$ cat src/awfs_pkg.sv
`timescale 1ns / 1ps
`default_nettype none
// ----------------------------------------------------------------------------
// awfs_pkg
// Shared types and constants of the LED window frame serializer.
// ----------------------------------------------------------------------------
package awfs_pkg;

  localparam int MAX_LEDS  = 64;
  localparam int WINDOW    = 5;
  localparam int LED_AW    = $clog2(MAX_LEDS);
  localparam int SLOT_W    = $clog2(MAX_LEDS + 1);
  localparam int SUM_W     = SLOT_W + 2;
  localparam int PIX_W     = 24;
  localparam int CNT_W     = 7;
  localparam int HDR_W     = 8;
  localparam int CFG_IDX_W = 2;
  localparam int CFG_DAT_W = 8;

  // register indexes
  localparam logic [CFG_IDX_W-1:0] CFG_LED_COUNT = 2'd0;
  localparam logic [CFG_IDX_W-1:0] CFG_HEADER    = 2'd1;

  localparam logic [CNT_W-1:0] LED_COUNT_RST = 7'd60;
  localparam logic [HDR_W-1:0] HEADER_RST    = 8'h8F;
  localparam logic [31:0]      OFF_WORD      = 32'h8000_0000;

  // classified input item
  typedef struct packed {
    logic              is_tick;
    logic [LED_AW-1:0] idx;
    logic [PIX_W-1:0]  pix;
  } item_t;

  // one serial bit with its tags
  typedef struct packed {
    logic data_bit;
    logic frame_start;
    logic lit_slot;
  } result_t;

  // configuration write beat
  typedef struct packed {
    logic                 en;
    logic [CFG_IDX_W-1:0] index;
    logic [CFG_DAT_W-1:0] data;
  } cfg_wr_t;

endpackage
`default_nettype wire

$ cat src/awfs_ram.sv
`timescale 1ns / 1ps
`default_nettype none
// ----------------------------------------------------------------------------
// awfs_ram
// Generic single write port, single read port RAM with registered read data.
// ----------------------------------------------------------------------------
module awfs_ram #(
  parameter int WIDTH = 24,
  parameter int DEPTH = 64
) (
  input  wire logic                     clk_i,
  input  wire logic                     we_i,
  input  wire logic [$clog2(DEPTH)-1:0] waddr_i,
  input  wire logic [WIDTH-1:0]         wdata_i,
  input  wire logic [$clog2(DEPTH)-1:0] raddr_i,
  output      logic [WIDTH-1:0]         rdata_o
);

  logic [WIDTH-1:0] mem_q [DEPTH];

  always_ff @(posedge clk_i) begin
    if (we_i) begin
      mem_q[waddr_i] <= wdata_i;
    end
    rdata_o <= mem_q[raddr_i];
  end

endmodule
`default_nettype wire

$ cat src/awfs_front.sv
`timescale 1ns / 1ps
`default_nettype none
// ----------------------------------------------------------------------------
// awfs_front
// Input stage: accepts items, decodes the op and registers the classified item.
// ----------------------------------------------------------------------------
module awfs_front import awfs_pkg::*; (
  input  wire logic              clk_i,
  input  wire logic              rst_ni,
  input  wire logic              push_i,
  output      logic              full_o,
  input  wire logic              op_i,
  input  wire logic [LED_AW-1:0] pixel_index_i,
  input  wire logic [7:0]        red_i,
  input  wire logic [7:0]        green_i,
  input  wire logic [7:0]        blue_i,
  output      logic              item_valid_o,
  output      item_t             item_o,
  input  wire logic              item_ready_i
);

  logic  vld_q, vld_d;
  item_t item_q, item_d;
  logic  accept;

  assign full_o = vld_q && !item_ready_i;
  assign accept = push_i && !full_o;

  // classify and hold one beat
  always_comb begin
    vld_d  = accept || (vld_q && !item_ready_i);
    item_d = item_q;
    if (accept) begin
      item_d.is_tick = op_i;
      item_d.idx     = pixel_index_i;
      item_d.pix     = {blue_i, green_i, red_i};
    end
  end

  always_ff @(posedge clk_i or negedge rst_ni) begin
    if (!rst_ni) begin
      vld_q <= 1'b0;
    end else begin
      vld_q <= vld_d;
    end
  end

  always_ff @(posedge clk_i) begin
    item_q <= item_d;
  end

  assign item_valid_o = vld_q;
  assign item_o       = item_q;

endmodule
`default_nettype wire

$ cat src/awfs_queue.sv
`timescale 1ns / 1ps
`default_nettype none
// ----------------------------------------------------------------------------
// awfs_queue
// Two-entry queue of classified items between the front and back parts.
// ----------------------------------------------------------------------------
module awfs_queue import awfs_pkg::*; (
  input  wire logic  clk_i,
  input  wire logic  rst_ni,
  input  wire logic  wr_valid_i,
  input  wire item_t wr_item_i,
  output      logic  wr_ready_o,
  output      logic  rd_valid_o,
  output      item_t rd_item_o,
  input  wire logic  rd_ready_i
);

  item_t      ent_q [2];
  logic       wptr_q, wptr_d;
  logic       rptr_q, rptr_d;
  logic [1:0] cnt_q, cnt_d;
  logic       wr_fire, rd_fire;

  assign wr_ready_o = (cnt_q != 2'd2);
  assign rd_valid_o = (cnt_q != 2'd0);
  assign rd_item_o  = ent_q[rptr_q];
  assign wr_fire    = wr_valid_i && wr_ready_o;
  assign rd_fire    = rd_valid_o && rd_ready_i;

  // pointer and fill bookkeeping
  always_comb begin
    wptr_d = wptr_q ^ wr_fire;
    rptr_d = rptr_q ^ rd_fire;
    cnt_d  = cnt_q;
    if (wr_fire && !rd_fire) begin
      cnt_d = cnt_q + 2'd1;
    end else if (!wr_fire && rd_fire) begin
      cnt_d = cnt_q - 2'd1;
    end
  end

  always_ff @(posedge clk_i or negedge rst_ni) begin
    if (!rst_ni) begin
      wptr_q <= 1'b0;
      rptr_q <= 1'b0;
      cnt_q  <= 2'd0;
    end else begin
      wptr_q <= wptr_d;
      rptr_q <= rptr_d;
      cnt_q  <= cnt_d;
    end
  end

  always_ff @(posedge clk_i) begin
    if (wr_fire) begin
      ent_q[wptr_q] <= wr_item_i;
    end
  end

endmodule
`default_nettype wire

$ cat src/awfs_back.sv
`timescale 1ns / 1ps
`default_nettype none
// ----------------------------------------------------------------------------
// awfs_back
// Executes items: pixel writes into the color store, ticks through the frame
// sequencer, results into a two-entry output queue.
// ----------------------------------------------------------------------------
module awfs_back import awfs_pkg::*; (
  input  wire logic    clk_i,
  input  wire logic    rst_ni,
  input  wire cfg_wr_t cfg_i,
  input  wire logic    item_valid_i,
  input  wire item_t   item_i,
  output      logic    item_ready_o,
  output      logic    empty_o,
  input  wire logic    pop_i,
  output      result_t res_o
);

  // configuration registers
  logic [CNT_W-1:0] led_count_q;
  logic [HDR_W-1:0] header_q;

  always_ff @(posedge clk_i or negedge rst_ni) begin
    if (!rst_ni) begin
      led_count_q <= LED_COUNT_RST;
      header_q    <= HEADER_RST;
    end else if (cfg_i.en) begin
      case (cfg_i.index)
        CFG_LED_COUNT: led_count_q <= cfg_i.data[CNT_W-1:0];
        CFG_HEADER:    header_q    <= cfg_i.data[HDR_W-1:0];
        default:       ;
      endcase
    end
  end

  // effective LED count, clamped to the store depth
  logic [SUM_W-1:0] count_w;
  always_comb begin
    if (SUM_W'(led_count_q) > SUM_W'(MAX_LEDS)) begin
      count_w = SUM_W'(MAX_LEDS);
    end else begin
      count_w = SUM_W'(led_count_q);
    end
  end

  // output queue
  result_t    oq_q [2];
  logic       oq_wptr_q, oq_rptr_q;
  logic [1:0] oq_cnt_q, oq_cnt_d;
  logic       oq_push, oq_pop, oq_space;
  result_t    res_d;

  assign empty_o  = (oq_cnt_q == 2'd0);
  assign res_o    = oq_q[oq_rptr_q];
  assign oq_pop   = pop_i && !empty_o;
  assign oq_space = (oq_cnt_q != 2'd2) || oq_pop;

  // item dispatch
  logic take, tick, wr;
  assign take         = item_valid_i && (!item_i.is_tick || oq_space);
  assign item_ready_o = !item_i.is_tick || oq_space;
  assign tick         = take && item_i.is_tick;
  assign wr           = take && !item_i.is_tick;
  assign oq_push      = tick;

  // sequencer state
  logic [SLOT_W-1:0] slot_q, slot_d;
  logic [4:0]        bit_q, bit_d;
  logic [SLOT_W-1:0] win_q, win_d;
  logic [31:0]       shift_q, shift_d;

  // color store with per-entry valid bits and same-cycle write bypass
  logic [MAX_LEDS-1:0] vld_q;
  logic [LED_AW-1:0]   raddr;
  logic [PIX_W-1:0]    rdata;
  logic                rvld_q, byp_q;
  logic [PIX_W-1:0]    byp_data_q;
  logic [PIX_W-1:0]    cur_pix;

  awfs_ram #(
    .WIDTH (PIX_W),
    .DEPTH (MAX_LEDS)
  ) u_store (
    .clk_i   (clk_i),
    .we_i    (wr),
    .waddr_i (item_i.idx),
    .wdata_i (item_i.pix),
    .raddr_i (raddr),
    .rdata_o (rdata)
  );

  always_comb begin
    if (byp_q) begin
      cur_pix = byp_data_q;
    end else if (rvld_q) begin
      cur_pix = rdata;
    end else begin
      cur_pix = '0;
    end
  end

  always_ff @(posedge clk_i or negedge rst_ni) begin
    if (!rst_ni) begin
      vld_q  <= '0;
      rvld_q <= 1'b0;
      byp_q  <= 1'b0;
    end else begin
      if (wr) begin
        vld_q[item_i.idx] <= 1'b1;
      end
      rvld_q <= vld_q[raddr];
      byp_q  <= wr && (item_i.idx == raddr);
    end
  end

  always_ff @(posedge clk_i) begin
    byp_data_q <= item_i.pix;
  end

  // bit generation and frame stepping
  logic [SUM_W-1:0] led_w, win_w, slot_nx, win_nx;
  logic             lit, first;
  logic [31:0]      word;

  always_comb begin
    led_w   = SUM_W'(slot_q) - SUM_W'(1);
    win_w   = SUM_W'(win_q);
    lit     = (slot_q != '0) && (led_w >= win_w) && (led_w < win_w + SUM_W'(WINDOW));
    first   = (slot_q == '0) && (bit_q == 5'd0);
    word    = shift_q;
    if (bit_q == 5'd0) begin
      if (slot_q == '0) begin
        word = '0;
      end else if (lit) begin
        word = {header_q, cur_pix};
      end else begin
        word = OFF_WORD;
      end
    end
    res_d.data_bit    = word[31];
    res_d.frame_start = first;
    res_d.lit_slot    = lit;

    slot_nx = SUM_W'(slot_q) + SUM_W'(1);
    win_nx  = win_w + SUM_W'(WINDOW);
    slot_d  = slot_q;
    win_d   = win_q;
    bit_d   = bit_q;
    shift_d = shift_q;
    if (tick) begin
      shift_d = {word[30:0], 1'b0};
      bit_d   = bit_q + 5'd1;
      if (bit_q == 5'd31) begin
        if (slot_nx > count_w) begin
          slot_d = '0;
          if (win_nx + SUM_W'(WINDOW - 1) >= count_w) begin
            win_d = '0;
          end else begin
            win_d = win_nx[SLOT_W-1:0];
          end
        end else begin
          slot_d = slot_nx[SLOT_W-1:0];
        end
      end
    end
    // keep the store read aimed at the LED of the next word
    raddr = LED_AW'(slot_d - SLOT_W'(1));
  end

  always_ff @(posedge clk_i or negedge rst_ni) begin
    if (!rst_ni) begin
      slot_q  <= '0;
      bit_q   <= 5'd0;
      win_q   <= '0;
      shift_q <= '0;
    end else begin
      slot_q  <= slot_d;
      bit_q   <= bit_d;
      win_q   <= win_d;
      shift_q <= shift_d;
    end
  end

  // output queue bookkeeping
  always_comb begin
    oq_cnt_d = oq_cnt_q;
    if (oq_push && !oq_pop) begin
      oq_cnt_d = oq_cnt_q + 2'd1;
    end else if (!oq_push && oq_pop) begin
      oq_cnt_d = oq_cnt_q - 2'd1;
    end
  end

  always_ff @(posedge clk_i or negedge rst_ni) begin
    if (!rst_ni) begin
      oq_wptr_q <= 1'b0;
      oq_rptr_q <= 1'b0;
      oq_cnt_q  <= 2'd0;
    end else begin
      oq_wptr_q <= oq_wptr_q ^ oq_push;
      oq_rptr_q <= oq_rptr_q ^ oq_pop;
      oq_cnt_q  <= oq_cnt_d;
    end
  end

  always_ff @(posedge clk_i) begin
    if (oq_push) begin
      oq_q[oq_wptr_q] <= res_d;
    end
  end

endmodule
`default_nettype wire

$ cat src/apa102_window_frame_serializer_top.sv
`timescale 1ns / 1ps
`default_nettype none
// ----------------------------------------------------------------------------
// apa102_window_frame_serializer_top
// LED strip frame serializer with a moving five-LED lit window.
//
// Input channel (push/full): op 0 writes a pixel color into the store, op 1
// is one serial clock tick. Each tick beat yields one result beat on the
// output channel (empty/pop): data_bit, frame_start and lit_slot. Pixel
// writes yield nothing.
// Configuration (cfg_valid_i/cfg_ready_o): index 0 is led_count, index 1 is
// header_byte; other indexes are ignored. Write only while idle.
// Throughput: one item per cycle while ticks find room in the output queue,
// set by the back-end sequencer and the single-port color store read.
// Path: after the edge that accepts its beat, a tick result passes the item
// queue and the back-end into the output queue, then shows on the result ports
// and can be popped at the next edge.
// Reset: the color store reads as zero (per-entry valid bits), the frame
// restarts at its start frame and registers take 60 and 0x8F. No clearing
// pass is needed; items are taken from the first cycle after reset.
// Stalls: when pop stays low the two-entry output queue fills, ticks hold in
// the item queue and full rises; pixel writes ahead of the first waiting tick
// still reach the store.
// ----------------------------------------------------------------------------
module apa102_window_frame_serializer_top import awfs_pkg::*; (
  input  wire logic                 clk_i,
  input  wire logic                 rst_ni,
  input  wire logic                 push,
  output      logic                 full,
  input  wire logic                 op_i,
  input  wire logic [LED_AW-1:0]    pixel_index_i,
  input  wire logic [7:0]           red_i,
  input  wire logic [7:0]           green_i,
  input  wire logic [7:0]           blue_i,
  output      logic                 empty,
  input  wire logic                 pop,
  output      logic                 data_bit_o,
  output      logic                 frame_start_o,
  output      logic                 lit_slot_o,
  input  wire logic                 cfg_valid_i,
  output      logic                 cfg_ready_o,
  input  wire logic [CFG_IDX_W-1:0] cfg_index_i,
  input  wire logic [CFG_DAT_W-1:0] cfg_data_i
);

  logic    f_valid, f_ready;
  item_t   f_item;
  logic    q_valid, q_ready;
  item_t   q_item;
  cfg_wr_t cfg;
  result_t res;

  assign cfg_ready_o = 1'b1;
  assign cfg.en      = cfg_valid_i;
  assign cfg.index   = cfg_index_i;
  assign cfg.data    = cfg_data_i;

  awfs_front u_front (
    .clk_i         (clk_i),
    .rst_ni        (rst_ni),
    .push_i        (push),
    .full_o        (full),
    .op_i          (op_i),
    .pixel_index_i (pixel_index_i),
    .red_i         (red_i),
    .green_i       (green_i),
    .blue_i        (blue_i),
    .item_valid_o  (f_valid),
    .item_o        (f_item),
    .item_ready_i  (f_ready)
  );

  awfs_queue u_queue (
    .clk_i      (clk_i),
    .rst_ni     (rst_ni),
    .wr_valid_i (f_valid),
    .wr_item_i  (f_item),
    .wr_ready_o (f_ready),
    .rd_valid_o (q_valid),
    .rd_item_o  (q_item),
    .rd_ready_i (q_ready)
  );

  awfs_back u_back (
    .clk_i        (clk_i),
    .rst_ni       (rst_ni),
    .cfg_i        (cfg),
    .item_valid_i (q_valid),
    .item_i       (q_item),
    .item_ready_o (q_ready),
    .empty_o      (empty),
    .pop_i        (pop),
    .res_o        (res)
  );

  assign data_bit_o    = res.data_bit;
  assign frame_start_o = res.frame_start;
  assign lit_slot_o    = res.lit_slot;

endmodule
`default_nettype wire

$ cat config.mk
export PLATFORM = sky130hd
export DESIGN_NAME = apa102_window_frame_serializer_top
export DESIGN_NICKNAME = d
export VERILOG_FILES = /design/src/awfs_pkg.sv /design/src/awfs_ram.sv /design/src/awfs_front.sv /design/src/awfs_queue.sv /design/src/awfs_back.sv /design/src/apa102_window_frame_serializer_top.sv
export SDC_FILE = /design/constraint.sdc
export NUM_CORES = 2
export LEC_CHECK = 0
export BUFFER_PORTS_ARGS = -buffer_cell sky130_fd_sc_hd__buf_2
export CAP_MARGIN = 10
export CORE_MARGIN = 3
export CORE_UTILIZATION = 53
export CTS_BUF_LIST = sky130_fd_sc_hd__clkbuf_8 sky130_fd_sc_hd__clkbuf_16
export DETAILED_ROUTE_END_ITERATION = 8
export PLACE_DENSITY = 0.73
export SLEW_MARGIN = 15
export SYNTH_ARGS = -nofsm -noshare
export SYNTH_HDL_FRONTEND = slang
export SYNTH_SLANG_ARGS = --single-unit
$ cat constraint.sdc
create_clock -name clk_i -period 6.2 [get_ports clk_i]
set_input_delay 1.86 -clock clk_i [delete_from_list [all_inputs] [get_ports clk_i]]
set_output_delay 1.86 -clock clk_i [all_outputs]
set_load 0.05 [all_outputs]
# Word level (Yosys, flattened, before mapping)
# Memory sizes are Yosys's and may differ from the RTL's. A register that Yosys moved wholly into a read port is not among the register bits.
# Cells that the tools add are included.
totals:
  regBits: 195
  ram_bits: 1604
  input_bits: 46
  output_inout_bits: 6
  elab_cells: 113
  memories: 3
memory_table:
  columns: ["memory", "words", "word_bits", "read_ports", "rd_ports_with_merged_regs", "write_ports", "line_no", "text"]
  rows:
  - ["u_back.u_store.mem_q", 64, 24, 1, 1, 1, "awfs_ram.sv:19", "logic [WIDTH-1:0] mem_q [DEPTH];"]
  - ["u_queue.ent_q", 2, 31, 1, 0, 1, "awfs_queue.sv:18", "item_t ent_q [2];"]
  - ["u_back.oq_q", 2, 3, 1, 0, 1, "awfs_back.sv:48", "result_t oq_q [2];"]
op_classes:
  addsub: 10
  order_cmp: 8
  n_eq_ne: 5
  muxes: 24
  bitwise_logic: 5
  n_reduce_logical: 38
op_table:
  columns: ["op", "n"]
  rows:
  - ["$mux W32", 3]
  - ["$or A64 B64 Y64", 1]
  - ["$mux W24", 2]
  - ["$mux W7", 5]
  - ["$ge A9 B7 Y1", 2]
  - ["$logic_and A1 B1 Y1", 16]
  - ["$lt A6 B7 Y1 const B", 2]
  - ["$add A9 B3 Y9 const B", 1]
  - ["$gt A9 B7 Y1", 1]
  - ["$lt A9 B9 Y1", 1]
  - ["$add A7 B1 Y8 const B", 1]
  - ["$add A7 B3 Y8 const B", 1]
  - ["$logic_not A1 Y1", 8]
  - ["$mux W1", 8]
  - ["$mux W2", 4]
  - ["$sub A7 B1 Y8 const B", 1]
  - ["$gt A7 B7 Y1 const B", 1]
  - ["$logic_not A7 Y1", 1]
  - ["$reduce_bool A7 Y1", 1]
  - ["$bmux W1 S6", 1]
  - ["$demux W1 S6", 1]
  - ["$eq A6 B6 Y1", 1]
  - ["$ge A6 B1 Y1 const B", 1]
  - ["$reduce_bool A2 Y1", 3]
  - ["13 further kinds", 23]

# Longest topological paths before layout
depth:
  ltp_word: 11
  mapped_depth: 22
  depth_no_buf: 18

# Cells and area by module
# Synthesis repeated with hierarchy kept, for this count alone.
hier_totals:
  hier_cells: 3493
  hier_area_um2: 71068.2
modules_own_cells:
  columns: ["mod", "n_inst", "cells_per_inst", "area_per_inst_um2", "seq_area_each_um2"]
  rows:
  - ["awfs_ram", 1, 2610, 59295.6, 46604.7]
  - ["awfs_back", 1, 730, 8172.8, 4050.1]
  - ["awfs_queue", 1, 115, 2600.0, 1961.9]
  - ["awfs_front", 1, 36, 988.4, 955.9]
  - ["apa102_window_frame_serializer_top", 1, 2, 11.3, 0.0]

# Worst setup path after synthesis
# No wires, ideal clock.
synth_path:
  path_type: "input port to flip-flop"
  startpoint: "input pop"
  endpoint: "register u_back.u_store.rdata_o[0] (read register of u_back.u_store.mem_q)"
  t_arrival_ns: 5.511
  required_time_ns: 6.060
  path_slack_ns: 0.549
  stages: 16
  path_buffers: 6
  cell_sequence: "nor2_1 -> a2111o_1 -> nand2_1 -> nand2_8 -> inv_4 -> buf_2 -> buf_2 -> ha_1 -> clkbuf_1 -> clkbuf_1 -> clkbuf_1 -> clkbuf_1 -> mux4_2 -> a22o_1 -> o21ai_0 -> o2111ai_1"
synth_between:
  elab_chain_cells: 7
synth_rtl:
  columns: ["item", "line_no", "text"]
  rows:
  - ["start, declared", "apa102_window_frame_serializer_top.sv:36", "input wire logic pop,"]
  - ["$logic_and A1 B1 Y1", "awfs_back.sv:56", "assign oq_pop = pop_i && !empty_o;"]
  - ["$logic_or A1 B1 Y1", "awfs_back.sv:57", "assign oq_space = (oq_cnt_q != 2'd2) || oq_pop;"]
  - ["$logic_or A1 B1 Y1", "awfs_back.sv:61", "assign take = item_valid_i && (!item_i.is_tick || oq_space);"]
  - ["$logic_and A1 B1 Y1", "awfs_back.sv:61", null]
  - ["$logic_and A1 B1 Y1", "awfs_back.sv:63", "assign tick = take && item_i.is_tick;"]
  - ["$mux W7", "awfs_back.sv:151", "if (tick) begin"]
  - ["$sub A6 B1 Y6", "awfs_back.sv:168", "raddr = LED_AW'(slot_d - SLOT_W'(1));"]
  - ["end, declared", "awfs_ram.sv:16", "output logic [WIDTH-1:0] rdata_o"]
# No other way between the ends.
# A chain may end at the register's enable or synchronous reset.

# Final worst setup path
layout_path:
  startpoint: "register u_back.slot_q[0]"
  endpoint: "register u_back.u_store.rdata_o[14] (read register of u_back.u_store.mem_q)"
layout_between:
  elab_chain_cells: 6
layout_rtl:
  columns: ["item", "line_no", "text"]
  rows:
  - ["start, declared", "awfs_back.sv:68", "logic [SLOT_W-1:0] slot_q, slot_d;"]
  - ["start signal, assigned", "awfs_back.sv:178", "slot_q <= slot_d;"]
  - ["$add A7 B1 Y8", "awfs_back.sv:145", "slot_nx = SUM_W'(slot_q) + SUM_W'(1);"]
  - ["$gt A9 B7 Y1", "awfs_back.sv:155", "if (slot_nx > count_w) begin"]
  - ["$mux W7", "awfs_back.sv:155", null]
  - ["$mux W7", "awfs_back.sv:154", "if (bit_q == 5'd31) begin"]
  - ["$mux W7 *", "awfs_back.sv:151", null]
  - ["$sub A6 B1 Y6 *", "awfs_back.sv:168", null]
# Mark *: on every way between the ends. The rest lies on a longest branch, timed or not.

==> impl_metrics.yaml <==
clocking:
  cts_resized: 0
  clock_sinks: 1823
  post_cts_buffers: 0
  clk_pin_slew_worst_paths_ns: 0.06
  cts_buffers: 176
  root_buffer: "clkbuf_16"
  cts.path.max_buffers: 3
  clk_latency_ns: 0.79
  cts_tree: "built"
  cts_hold_buf: 0
  htree_num_levels: 4
cells_and_area:
  layout_common_cells: "edfxtp_1 (1635), mux4_2 (400), a22o_1 (184), clkbuf_16 (180), buf_4 (175)"
  design_area_mm2: 0.0791
  drive_above_1_share_pct: 29.1
  nNetsFinal: 3682
  final_common_cell: "edfxtp_1"
  syn_to_final_growth_pct: 13.1
  finalNonFillerCells: 5484
  filler_cell_count: 8751
timing:
  post-route-period-util_pct: 90.6
  fin_worst_skew_ns: 0.0335
  min_period_ns: 5.62
  max_freq_ghz: 0.178
  rsz0062_at_grt: "no"
  worst_slew_pin_slew_ns: 1.17
  hold_viol: 0
  relSlewSlack_pct: 22.1
  setup_viol: 0
  fin_tns_setup_ns: 0
  slew_violations: 0
  layout_setup_ws_ns: 0.583
drt:
  drc: 0
  vias: 35300
  wl_um: 169000
  avgRoutedWirePerCell_um: 30.9
  drtIter0Drc: 4781
  final_antenna_net_count: 0
  first_pass_iters: 6
  vias_per_cell: 6.44
yosys:
  netlist.area_leader.share_pct: 70.2
  syn_inst: 3347
  yosys.area.top_type: "edfxtp_1"
  synth-edff-count: 1635
  synth_flop_cell: "edfxtp_1"
  synth_mux_area_share_pct: 13.6
  synth_warnings: 0
  postSynthAreaPerCell_um2: 20.9
  ys_ff_latch: 1823
  synthSimpleGateAreaFrac_pct: 2.26
  ys_top_cells_by_area: "edfxtp_1 (70%), mux4_2 (13%), dfrtp_1 (4.7%)"
  synthArstFlopShare_pct: 7.68
  synth_area_mm2: 0.0699
  synth_xor_area_share_pct: 0.524
  synth_top_family_by_area: "multiplexers"
  ys_types: 71
  synth.net_count: 3435
  yosys.area_share.adder_pct: 0.751
  synth_compound_area_share_pct: 4.89
  ys_seq_area_share_pct: 76.6
pwr:
  power_frac_clock_pct: 29.8
  leakagePower_nw: 26.3
  swShare_pct: 28.9
  switching_power_mw: 9.94
  p_comb_share_pct: 22.4
  ir_drop_v: 0.000374
  seq_power_share_pct: 47.8
  intPower_mw: 24.4
  cellPowerDensity_mw_per_mm2: 434
global_routing:
  grt_pass1_vias: 35800
  gr-total-overflow: 0
  grt_use_total_pct: 25.2
  grt_max_degree: 101
  antenna_found_initial: 13
  grt_pass1_wl_um: 249000
setup_path:
  critPathMaxFanout: 48
  path_class: "flop to flop"
  cp-startpoint: "u_back.slot_q[0]$_DFF_PN0_"
  crit_family: "compound AO/OA/AOI/OAI gates"
  cpMaxStageDelayCell: "o21ai_0"
  cp.arrival_ns: 6.21
  critical_path_buf_inv_count: 3
  reg2reg_from: "u_back.slot_q[0]$_DFF_PN0_"
  crit_chain: "ha_1, nand2_1, nor2_1, xnor2_1, ha_1, a211oi_1, o221ai_1, a21oi_1, nand3_4, nand2_8, inv_16, ha_4, buf_12, buf_4, mux4_2, a22o_1, o21ai_0, o2111ai_1"
  critical_path_required_ns: 6.79
  worstSetupStartpointType: "flop"
  crit_top_cell: "ha_1"
  timing.critical_path.to_type: "flop"
  cpPeakStageDelay_ns: 0.85
floorplan:
  core_mm2: 0.130
  row_count: 132
  io_pins: 52
  die_w_um: 369
  die_h_um: 369
  fp.dieArea_mm2: 0.136
  start_util_pct: 53.7
worst_hold_path:
  min_from: "u_front.item_o[12]$_DFFE_PP_"
  hold_class: "flop to flop"
placed_design:
  dp_slack_ns: 0.271
  place_inst: 5158
  gp_congestion: 0.830
  dpl.hpwl_um: 93700
  placed_area_mm2: 0.0736
  portBuffers: 50
job:
  maxCapViolations: 0
outcome:
  outcome: "completed"
[synthesized netlist by cell type (42+ instances only)]
library cell / n
edfxtp_1: 1635
mux4_2: 400
or2_2: 64
a21oi_1: 75
nand2_1: 50
dfrtp_1: 131
clkbuf_1: 97
ha_1: 42
nor2_1: 111
dfxtp_1: 48
mux2_2: 42
buf_2: 67
o21ai_0: 74
a22o_1: 184
[cells by family after synthesis]
group	count (synthesis)
AOI/OAI and AO/OA	462
xor gates and xnor gates	41
adders and majority gates	42
buffers and inverters	217
DFF	1823
muxes	447
other	1
and+or+nand+nor	314
[worst paths after layout]
| path | end | slack (ns) | cells past startpoint |
|---|---|---|---|
| worst max-delay path | u_back.u_store.rdata_o[14]$_DFF_P_ | 0.58 | 18 |
| worst min-delay path | u_queue.ent_q[0][12]$_DFFE_PP_ | 0.45 | 0 |
| worst max register to register | u_back.u_store.rdata_o[14]$_DFF_P_ | 0.58 | 18 |
| worst min register to register | u_queue.ent_q[0][12]$_DFFE_PP_ | 0.45 | 0 |
| max in group asynchronous | u_back.oq_rptr_q$_DFF_PN0_ | 3.92 | 2 |
| min in group asynchronous | u_front.item_valid_o$_DFF_PN0_ | 1.13 | 1 |
[sequential cells by signal, indices dropped and copies added, names as in the netlist, 5 cells and up]
name                    count
u_back.slot_q               7
u_back.header_q             8
u_back.byp_data_q          24
u_back.u_store.mem_q     1536
u_queue.ent_q              62
u_back.vld_q               64
u_back.oq_q                 6
u_back.bit_q                5
u_back.win_q                7
u_back.shift_q             31
u_back.u_store.rdata_o     24
u_front.item_o             31
u_back.led_count_q          7
[stage by stage]
step           hold slack (ns)  utilization (%)  power [mW]
3_3_place_gp             0.425             56.5        24.1
2_1_floorplan            0.421                -        21.2
5_1_grt                  0.457             60.7        35.5
4_1_cts                  0.449             60.7        34.5
6_report                 0.450             60.7        34.4
3_5_place_dp             0.433             56.5        24.3
[area by class of cell]
class                           count  area (um2)  share of cell area (%)
Multi-Input combinational cell   1307       15700                    19.8
Inverter                           42         174                   0.220
Antenna cell                        7        17.5                  0.0221
Clock buffer                      194        4700                    5.94
Clock inverter                    125         830                    1.05
Timing Repair Buffer              244        1950                    2.47
Sequential cell                  1823       53600                    67.7
Tap cell                         1742        2180                    2.75
[metal layers]
| metal | global-route usage, % | wire length [um] |
|---|---|---|
| met5 | 0 | 32 |
| met1 | 35.2 | 63900 |
| met3 | 5.70 | 18000 |
| met2 | 39.3 | 81200 |
| met4 | 9.85 | 6300 |
[power by group through the flow]
stage                     clock [mW]  combinational (mW)  sequential [mW]
after floorplan                    0                4.68             16.5
after global placement             0                7.50             16.6
after detailed placement           0                7.69             16.7
after CTS                       10.4                7.72             16.4
after global routing            10.9                8.15             16.5
final                           10.2                7.70             16.4
Power figures use the tool's default switching activity.
